### src/design/bbs_pkg.sv
package bbs_pkg;

  localparam int WINDOW     = 20;
  localparam int PRICE_BITS = 24;
  localparam int BW_W       = 5;
  localparam int BW_RESET   = 8;

  localparam int LOG_W  = $clog2(WINDOW);
  localparam int SLOT_W = LOG_W;
  localparam int FILL_W = $clog2(WINDOW + 1);
  localparam int SUM_W  = PRICE_BITS + LOG_W;
  localparam int SQ_W   = 2 * PRICE_BITS + LOG_W;
  localparam int PSQ_W  = 2 * PRICE_BITS;
  localparam int VAR_W  = SQ_W + LOG_W;
  localparam int KK_W   = 2 * BW_W;
  localparam int LHS_W  = 2 * SUM_W + 4;
  localparam int CMP_W  = VAR_W + KK_W;
  localparam int VLO_W  = VAR_W / 2;
  localparam int VHI_W  = VAR_W - VLO_W;

  typedef enum logic [1:0] {
    ACT_HOLD = 2'd0,
    ACT_BUY  = 2'd1,
    ACT_SELL = 2'd2
  } action_t;

  typedef enum logic [1:0] {
    F_IDLE,
    F_MUL,
    F_UPD
  } front_state_t;

  typedef struct packed {
    logic [PRICE_BITS-1:0] price;
    logic [SUM_W-1:0]      sum;
    logic [SQ_W-1:0]       sq_sum;
    logic                  full;
  } front_item_t;

  typedef struct packed {
    action_t action;
    logic    window_full;
  } result_t;

endpackage

### src/design/bbs_item_queue.sv
module bbs_item_queue
  import bbs_pkg::*;
(
  input  logic        clk,
  input  logic        rst,
  input  logic        push,
  input  front_item_t item_in,
  output logic        full,
  input  logic        pop,
  output front_item_t item_out,
  output logic        empty
);

  front_item_t entry [2];
  logic [1:0]  count;
  logic        wr_ptr;
  logic        rd_ptr;
  logic        do_push;
  logic        do_pop;

  assign full     = (count == 2'd2);
  assign empty    = (count == 2'd0);
  assign do_push  = push && !full;
  assign do_pop   = pop && !empty;
  assign item_out = entry[rd_ptr];

  always_ff @(posedge clk) begin
    if (do_push) begin
      entry[wr_ptr] <= item_in;
    end
  end

  always_ff @(posedge clk) begin
    if (rst) begin
      count  <= '0;
      wr_ptr <= 1'b0;
      rd_ptr <= 1'b0;
    end else begin
      if (do_push) wr_ptr <= ~wr_ptr;
      if (do_pop) rd_ptr <= ~rd_ptr;
      unique case ({do_push, do_pop})
        2'b10:   count <= count + 2'd1;
        2'b01:   count <= count - 2'd1;
        default: count <= count;
      endcase
    end
  end

`ifndef SYNTH
  a_pop_only: assert property (@(posedge clk) disable iff (rst)
    (do_pop && !do_push) |=> count == $past(count) - 2'd1)
    else $error("queue count lost track of a pop");
`endif

endmodule

### config.mk
export PLATFORM = sky130hd
export DESIGN_NAME = bbs_item_queue
export DESIGN_NICKNAME = d
export VERILOG_FILES = /design/src/design/bbs_pkg.sv /design/src/design/bbs_item_queue.sv
export SDC_FILE = /design/constraint.sdc
export NUM_CORES = 1
export LEC_CHECK = 0
export BUFFER_PORTS_ARGS = -buffer_cell sky130_fd_sc_hd__buf_2
export CAP_MARGIN = 20
export CORE_MARGIN = 10
export CORE_UTILIZATION = 45
export CTS_CLUSTER_DIAMETER = 120
export DETAILED_ROUTE_END_ITERATION = 10
export GPL_ROUTABILITY_DRIVEN = 1
export PLACE_DENSITY = 0.76
export REMOVE_ABC_BUFFERS = 1
export SLEW_MARGIN = 20
export SYNTH_ARGS = -nofsm -noshare
export SYNTH_HDL_FRONTEND = slang
export SYNTH_SLANG_ARGS = --single-unit
### constraint.sdc
create_clock -name clk -period 7.7 [get_ports clk]
set_input_delay 0.77 -clock clk [delete_from_list [all_inputs] [get_ports clk]]
set_output_delay 0.77 -clock clk [all_outputs]
set_load 0.02 [all_outputs]
==> flow_summary.json <==
{
  "status": "finished, final reports clean",
  "synth_edf_count": 214,
  "fin_tns_setup_ns": 0,
  "clock_latency_ns": 0.50,
  "crit_fanout": 54,
  "timing.final.ws_setup_ns": 4.30,
  "synth_area_leaders": "edfxtp_1 81%, mux2_2 15%, dfxtp_1 1.3%",
  "dr.pass1.iters": 4,
  "cp-start-kind": "flop",
  "cts_tree": "built",
  "cts_resized": 0,
  "crit_path_end_kind": "primary output",
  "hold_buffers": 0,
  "num_rows": 48,
  "critPathArrivalTime_ns": 2.63,
  "synthArstFlopShare_pct": 0,
  "critPathSlowestCell": "dfxtp_4",
  "ios": 220,
  "crit_chain": "buf_4, mux2_2, buf_2",
  "gp_congestion": 0.731,
  "finalInstanceArea_um2": 9960,
  "slew_viol_final": 0,
  "p_total_mw": 3.54,
  "path_class": "flop to primary output",
  "first_iter_violations": 250,
  "drive_above_1_share_pct": 60.3,
  "reg2reg_slack_ns": 4.98,
  "crit_buf_inv": 2,
  "ant_nets": 0,
  "cp_num_cells": 3,
  "synth_area_per_cell_um2": 22.1,
  "yosys.area.top_type": "edfxtp_1",
  "r2r-end": "entry[0][12]",
  "dieArea_um2": 23300,
  "clock-sinks": 219,
  "dp_cells": 794,
  "p_leak_nw": 3.71,
  "viasPerCell": 4.92,
  "cap_violations": 0,
  "setup_viol": 0,
  "worstReg2RegStart": "count[0]",
  "clockBufferDepth": 3,
  "hold_class": "input pin to flop",
  "core_area_um2": 17300,
  "max-slew-margin-rel_pct": 46.8,
  "vias": 4109,
  "synth_common_cells": "214 x edfxtp_1, 107 x mux2_2, 8 x buf_2",
  "h-tree-depth": 1,
  "period_share_pct": 44.2,
  "die_y_um": 153,
  "nets": 706,
  "synthesis.area_um2": 7940,
  "instances_no_fill": 836,
  "dp_hpwl_um": 11400,
  "io_buffers": 219,
  "powerDensity_nw_per_um2": 356,
  "slowest_delay_ns": 0.80,
  "wl_per_cell_um": 19.8,
  "reg2reg_depth": 5,
  "die_w_um": 153,
  "clockRootBuffer": "clkbuf_16",
  "min_period_ns": 3.40,
  "finalWirelength_um": 16600,
  "cp.required_ns": 6.93,
  "synth_ff_type": "edfxtp_1",
  "rsz0062_at_grt": "no",
  "yosysMostFrequentCell": "edfxtp_1",
  "ys_warn_count": 0,
  "antenna_found_initial": 4,
  "synth.top_cell.area_share_pct": 81.0,
  "yosysSeqAreaShare_pct": 82.2,
  "synth_cell_types": 19,
  "cp_top_family": "buffers and inverters",
  "clock_skew_ns": 0.00721,
  "postCtsSetupBuffers": 0,
  "fmax_mhz": 294,
  "hold_viol": 0,
  "grt_max_degree": 60,
  "start_util_pct": 45.9,
  "postPlaceCellArea_um2": 9270,
  "overflow": 0,
  "grt_pass1_vias": 4588,
  "yosys_register_bits": 219,
  "endpoint": "item_out[68]",
  "vdd_drop_max_uv": 214,
  "dp_worst_setup_slack_ns": 4.67,
  "grt_usage_pct": 13.5,
  "tightest_slew_ns": 0.798,
  "netlist_instances": 359,
  "cts_buffers": 23,
  "syn2layout_area_growth_pct": 25.5,
  "cts.clk_slew.worst_paths_ns": 0.06,
  "drc": 0,
  "grt_pass1_wl_um": 25400
}
## kinds of logic after synthesis
group	share of synthesized area, %
DFF	82.2
muxes	15.2
buffers and inverters	1.17
and+or+nand+nor	0.583
AOI/OAI and AO/OA	0.347
xor gates and xnor gates	0.331
adders and majority gates	0.158
## layer usage
layer	wire (µm)	global-route usage, %
met1	6230	14.8
met2	8520	23.7
met3	1470	5.39
met4	320	3.72
met5	32	0
## flip-flops by register name, indices dropped and copies added, names as in the netlist, named ones only
signal and cells:
count 2, entry 214, rd_ptr 1, wr_ptr 1
## final cells by class
| class | count | area, µm² |
|---|---|---|
| antenna | 1 | 2.50 |
| clock buffer | 32 | 639 |
| clock inverter | 9 | 53.8 |
| fill | 1307 | 7330 |
| inverter | 3 | 13.8 |
| multi-input combinational | 125 | 1320 |
| sequential | 219 | 6530 |
| tap | 225 | 282 |
| timing repair buffer | 222 | 1120 |
## worst min-delay path by stage
stage,from,end,slack [ns],depth (start not counted)
6_report,item_in[23],entry[0][23],0.46,1
3_3_place_gp,wr_ptr,wr_ptr,0.48,2
4_1_cts,item_in[23],entry[1][23],0.44,1
5_1_grt,item_in[104],entry[0][104],0.44,1
3_5_place_dp,wr_ptr,wr_ptr,0.51,2
2_1_floorplan,wr_ptr,wr_ptr,0.45,2
## where the power goes
group	internal (mW)	switching [mW]
logic	0.379	0.571
clock network	0.581	0.425
registers	1.51	0.0820
total	2.47	1.08
## metrics by stage
step,hold WS (ns),utilization [%]
2_1_floorplan,0.452,-
3_3_place_gp,0.480,53.6
3_5_place_dp,0.510,53.6
4_1_cts,0.436,57.6
5_1_grt,0.437,57.6
6_report,0.459,57.6
## placed cells by master, fill, tap and decap left out, types with 2 or more instances in the layout
cell type	netlist	final
a21oi_1	2	2
buf_2	8	219
buf_4	1	3
clkbuf_1	0	6
clkbuf_16	0	23
clkbuf_8	0	3
clkinv_2	0	5
dfxtp_1	5	4
edfxtp_1	214	214
inv_6	0	2
mux2_2	107	107
nor2_1	4	4
o21ai_0	2	2
or3_1	2	2
xnor2_1	2	2
(Power assumes the default switching activity.)
