File: src/design/bbs_pkg.sv
package bbs_pkg;

  localparam int WINDOW     = 20;
  localparam int PRICE_BITS = 24;
  localparam int BW_W       = 5;
  localparam int BW_RESET   = 8;

  localparam int LOG_W  = $clog2(WINDOW);
  localparam int SLOT_W = LOG_W;
  localparam int FILL_W = $clog2(WINDOW + 1);
  localparam int SUM_W  = PRICE_BITS + LOG_W;
  localparam int SQ_W   = 2 * PRICE_BITS + LOG_W;
  localparam int PSQ_W  = 2 * PRICE_BITS;
  localparam int VAR_W  = SQ_W + LOG_W;
  localparam int KK_W   = 2 * BW_W;
  localparam int LHS_W  = 2 * SUM_W + 4;
  localparam int CMP_W  = VAR_W + KK_W;
  localparam int VLO_W  = VAR_W / 2;
  localparam int VHI_W  = VAR_W - VLO_W;

  typedef enum logic [1:0] {
    ACT_HOLD = 2'd0,
    ACT_BUY  = 2'd1,
    ACT_SELL = 2'd2
  } action_t;

  typedef enum logic [1:0] {
    F_IDLE,
    F_MUL,
    F_UPD
  } front_state_t;

  typedef struct packed {
    logic [PRICE_BITS-1:0] price;
    logic [SUM_W-1:0]      sum;
    logic [SQ_W-1:0]       sq_sum;
    logic                  full;
  } front_item_t;

  typedef struct packed {
    action_t action;
    logic    window_full;
  } result_t;

endpackage

File: src/design/bbs_front.sv
module bbs_front
  import bbs_pkg::*;
(
  input  logic                  clk,
  input  logic                  rst,
  input  logic                  push,
  input  logic [PRICE_BITS-1:0] price,
  output logic                  full,
  input  logic                  mid_full,
  output logic                  mid_push,
  output front_item_t           item
);

  front_state_t state, state_next;

  logic [PRICE_BITS-1:0] ring [WINDOW];
  logic [SLOT_W-1:0]     slot, slot_next;
  logic [FILL_W-1:0]     fill, fill_next;
  logic [SUM_W-1:0]      sum, sum_next;
  logic [SQ_W-1:0]       sq_sum, sq_sum_next;
  logic [PRICE_BITS-1:0] price_q;
  logic [PRICE_BITS-1:0] old_q;
  logic [PRICE_BITS-1:0] old_m;
  logic                  was_full;
  logic [PSQ_W-1:0]      pp;
  logic [PSQ_W-1:0]      oo;
  logic                  accept;
  logic                  ring_we;

  assign accept = push && !full;

  always_comb begin
    state_next = state;
    unique case (state)
      F_IDLE: if (push) state_next = F_MUL;
      F_MUL:  state_next = F_UPD;
      F_UPD:  if (!mid_full) state_next = F_IDLE;
      default: state_next = F_IDLE;
    endcase
  end

  always_comb begin
    full     = (state != F_IDLE);
    ring_we  = (state == F_MUL);
    mid_push = (state == F_UPD) && !mid_full;
  end

  always_ff @(posedge clk) begin
    if (rst) begin
      state <= F_IDLE;
    end else begin
      state <= state_next;
    end
  end

  // read the slot about to be replaced, write it once the old value is captured
  always_ff @(posedge clk) begin
    if (accept) begin
      old_q <= ring[slot];
    end
    if (ring_we) begin
      ring[slot] <= price_q;
    end
  end

  always_ff @(posedge clk) begin
    if (accept) begin
      price_q  <= price;
      was_full <= (fill == FILL_W'(WINDOW));
    end
    if (state == F_MUL) begin
      pp    <= PSQ_W'(price_q) * PSQ_W'(price_q);
      oo    <= was_full ? PSQ_W'(old_q) * PSQ_W'(old_q) : '0;
      old_m <= was_full ? old_q : '0;
    end
  end

  always_comb begin
    sum_next    = sum - SUM_W'(old_m) + SUM_W'(price_q);
    sq_sum_next = sq_sum - SQ_W'(oo) + SQ_W'(pp);
    fill_next   = (fill == FILL_W'(WINDOW)) ? fill : fill + 1'b1;
    slot_next   = (slot == SLOT_W'(WINDOW - 1)) ? '0 : slot + 1'b1;
    item.price  = price_q;
    item.sum    = sum_next;
    item.sq_sum = sq_sum_next;
    item.full   = (fill_next == FILL_W'(WINDOW));
  end

  always_ff @(posedge clk) begin
    if (rst) begin
      slot   <= '0;
      fill   <= '0;
      sum    <= '0;
      sq_sum <= '0;
    end else if (mid_push) begin
      slot   <= slot_next;
      fill   <= fill_next;
      sum    <= sum_next;
      sq_sum <= sq_sum_next;
    end
  end

`ifndef SYNTH
  a_accept_starts: assert property (@(posedge clk) disable iff (rst)
    accept |=> state == F_MUL)
    else $error("front did not start on an accepted request");

  a_full_flag: assert property (@(posedge clk) disable iff (rst)
    (mid_push && item.full) |=> fill == FILL_W'(WINDOW))
    else $error("window flag disagrees with fill count");
`endif

endmodule

File: config.mk
export PLATFORM = sky130hd
export DESIGN_NAME = bbs_front
export DESIGN_NICKNAME = d
export VERILOG_FILES = /design/src/design/bbs_pkg.sv /design/src/design/bbs_front.sv
export SDC_FILE = /design/constraint.sdc
export NUM_CORES = 2
export LEC_CHECK = 0
export BUFFER_PORTS_ARGS = -buffer_cell sky130_fd_sc_hd__buf_2
export CELL_PAD_IN_SITES_DETAIL_PLACEMENT = 0
export CELL_PAD_IN_SITES_GLOBAL_PLACEMENT = 1
export CORE_MARGIN = 3
export CORE_UTILIZATION = 38
export CTS_CLUSTER_SIZE = 28
export DETAILED_ROUTE_END_ITERATION = 6
export GPL_TIMING_DRIVEN = 0
export PLACE_DENSITY_LB_ADDON = 0.1
export SKIP_LAST_GASP = 1
export SLEW_MARGIN = 20
export SYNTH_ARGS = -nofsm -noshare
export SYNTH_HDL_FRONTEND = slang
export SYNTH_SLANG_ARGS = --single-unit
File: constraint.sdc
create_clock -name clk -period 7.3 [get_ports clk]
set_clock_uncertainty 0.2 [all_clocks]
set_input_delay 0.365 -clock clk [delete_from_list [all_inputs] [get_ports clk]]
set_output_delay 0.365 -clock clk [all_outputs]
set_load 0.02 [all_outputs]
==> flow_summary.json <==
{
  "place_area_um2": 72700,
  "synth_cells": 6327,
  "antenna_found_initial": 6,
  "viasPerCell": 5.05,
  "grt_first_pass_wirelength_um": 338000,
  "worst_setup_path_start_kind": "flop",
  "detail_route.wl_per_cell_um": 24.7,
  "ant_nets": 0,
  "period_share_pct": 101,
  "final_layout_size_suffix_gt1_share_pct": 17.5,
  "cpMaxStageDelayCell": "fa_1",
  "n_fill_cell": 16800,
  "wirelength_um": 229000,
  "die-area_um2": 184000,
  "cts_buffers": 85,
  "initial_core_util_pct": 38.4,
  "cts_buffer_depth": 3,
  "layout.cells.non_filler": 9283,
  "period_needed_ns": 7.41,
  "synth-seq-cells": 740,
  "timing.rr.end": "pp[37]",
  "drtIter0Drc": 3280,
  "critical_path_class": "reg2reg",
  "overflow": 0,
  "final_area_um2": 80500,
  "rr_worst_depth": 24,
  "first_pass_iters": 6,
  "synth_top_area_share_pct": 28.5,
  "final_core_util_pct": 45.4,
  "synthMostInstantiatedCell": "inv_1",
  "io_buffers": 136,
  "yosys-top-cells-area": "edfxtp_1, fa_1, inv_1",
  "slew-limit-headroom_pct": 31.1,
  "fin_nets": 8258,
  "rsz0062_at_grt": "true",
  "synth.distinct_cells": 105,
  "critPathTopFamily": "adder cells",
  "yosysSeqAreaShare_pct": 31.3,
  "critPathArrivalTime_ns": 7.63,
  "r2r_slack_ns": -0.11,
  "reg2reg_from": "price_q[17]",
  "avgSynthCellArea_um2": 10.7,
  "clkSinkCount": 740,
  "violations": "setup timing",
  "hold_path_class": "in2reg",
  "cts_root_buf": "clkbuf_16",
  "maxCapViolCount": 0,
  "gp_congestion": 0.904,
  "vias": 46900,
  "yosysWarnings": 0,
  "cp_max_fo": 5,
  "worst_slew_pin_slew_ns": 1.03,
  "yosys.area.top_type": "edfxtp_1",
  "ys.flop_type": "edfxtp_1",
  "die_w_um": 429,
  "synthArstFlopShare_pct": 0,
  "placedCellCount": 8869,
  "grt_pass1_vias": 49400,
  "clk_latency_ns": 0.71,
  "clkTransAtPathRegs_ns": 0.06,
  "outcome": "finished, violations left",
  "max_freq_mhz": 135,
  "max_stage_delay_ns": 0.58,
  "cp_common_cell": "fa_1",
  "drv_slew": 0,
  "critPathRequiredTime_ns": 7.52,
  "rows": 154,
  "setup_viol": 7,
  "synthTopCellsByCount": "inv_1, fa_1, edfxtp_1",
  "critPathLaunch": "price_q[17]",
  "grt_max_degree": 93,
  "syn2layout_area_growth_pct": 18.4,
  "final_hold_viol_count": 0,
  "io_pins": 137,
  "fin_ws_ns": -0.108,
  "synth_nets": 7712,
  "cp-end-kind": "flop",
  "crit_cells": 24,
  "h-tree-depth": 3,
  "drc": 0,
  "design.core.area_um2": 177000,
  "path_cells": "buf_12 > clkbuf_16 > nand2_1 > fa_1 > inv_1 > fa_1 > fa_1 > inv_2 > fa_1 > inv_2 > fa_2 > fa_1 > inv_2 > fa_1 > inv_2 > ha_4 > a21o_1 > a31o_4 > a221o_1 > a221oi_4 > a21oi_2 > o31ai_1 > nand2b_1 > xor2_2",
  "crit_end": "pp[37]",
  "dp_hpwl_um": 176000,
  "die_y_um": 429,
  "grt_usage_pct": 25.0,
  "synth-edff-count": 646,
  "critical_path_buf_inv_count": 7,
  "netlist_area_um2": 68000,
  "cts_tree": "done"
}
==> layout by cell type, fill, tap and decap left out, drive strengths merged, types with 31 or more instances in the layout <==
cell / instances
clkinv: 36
dfxtp: 94
and3: 31
a21oi: 247
a211oi: 33
nand4: 53
nand3: 48
o21ai: 142
nor2: 351
buf: 519
o21a: 31
edfxtp: 646
mux2i: 35
a21o: 86
ha: 442
and2: 144
xnor2: 103
nand2: 529
mux4: 120
xor2: 60
fa: 915
nor3: 73
clkbuf: 265
inv: 1513
==> per-layer routing <==
metal | part of all wire [%] | routed length, µm | GRT usage [%] | vias to the layer above
met5 | 0.0057 | 13 | 0 | -
met4 | 2.2 | 5050 | 5.50 | 2
met3 | 3.8 | 8820 | 2.43 | 199
met2 | 49 | 113000 | 42.7 | 957
met1 | 44 | 102000 | 34.5 | 24300
li1 | - | - | - | 21500
==> area by class of cell <==
cell class,instances,area (µm²),area share [%]
clock inverter,39,473,0.588
inverter,1533,5870,7.29
timing repair buffer,491,4210,5.23
buffer,210,2000,2.49
tap,2340,2930,3.64
multi-input combinational,3812,41400,51.5
antenna,4,10.0,0.0124
sequential,740,21300,26.4
clock buffer,114,2280,2.83
==> cell families (layout without fill, tap and decap cells) <==
logic type / Yosys count / count (layout) / share of synthesized area (%)
xor gates and xnor gates: 163 / 163 / 2.11
buffers and inverters: 1775 / 2387 / 10.0
DFF: 740 / 740 / 31.3
other: 0 / 4 / 0
adders and majority gates: 1357 / 1357 / 35.1
muxes: 183 / 183 / 4.96
and+or+nand+nor: 1361 / 1361 / 9.23
AOI/OAI and AO/OA: 748 / 748 / 7.30
==> worst min path at each step <==
stage,startpoint,to,cells past startpoint
floorplan,sq_sum[11],sq_sum[11],2
global placement,sum[20],sum[20],2
detailed placement,sum[4],sum[4],2
CTS,price[9],price_q[9],2
global route,price[18],price_q[18],2
finish,price[18],price_q[18],2
==> registers in the layout (all words and copies together), names as in the netlist <==
name / count
state: 2
was_full: 1
pp: 47
oo: 46
sum: 29
old_m: 24
old_q: 24
sq_sum: 53
fill: 5
price_q: 24
ring: 480
slot: 5
==> metrics by stage <==
step	hold slack (ns)	setup WS (ns)	setup TNS, ns
3_5_place_dp	0.246	-2.27	-104.70
3_3_place_gp	0.243	-2.33	-339.76
5_1_grt	0.134	-0.255	-4.11
6_report	0.157	-0.108	-0.321
2_1_floorplan	0.236	-0.0134	-0.0166
4_1_cts	0.0783	-0.157	-0.877
==> repair_timing <==
action	in CTS	in global routing
cloned	5	0
setup buffers	204	63
hold buffers	27	0
pin swaps	68	108
setup endpoints to repair	76	52
endpoints found under the hold margin	29	0
resized for setup	474	198
Power is left out: the tool's default activity adds up to more than one toggle a clock period on the data nets, which glitch-free logic cannot reach.
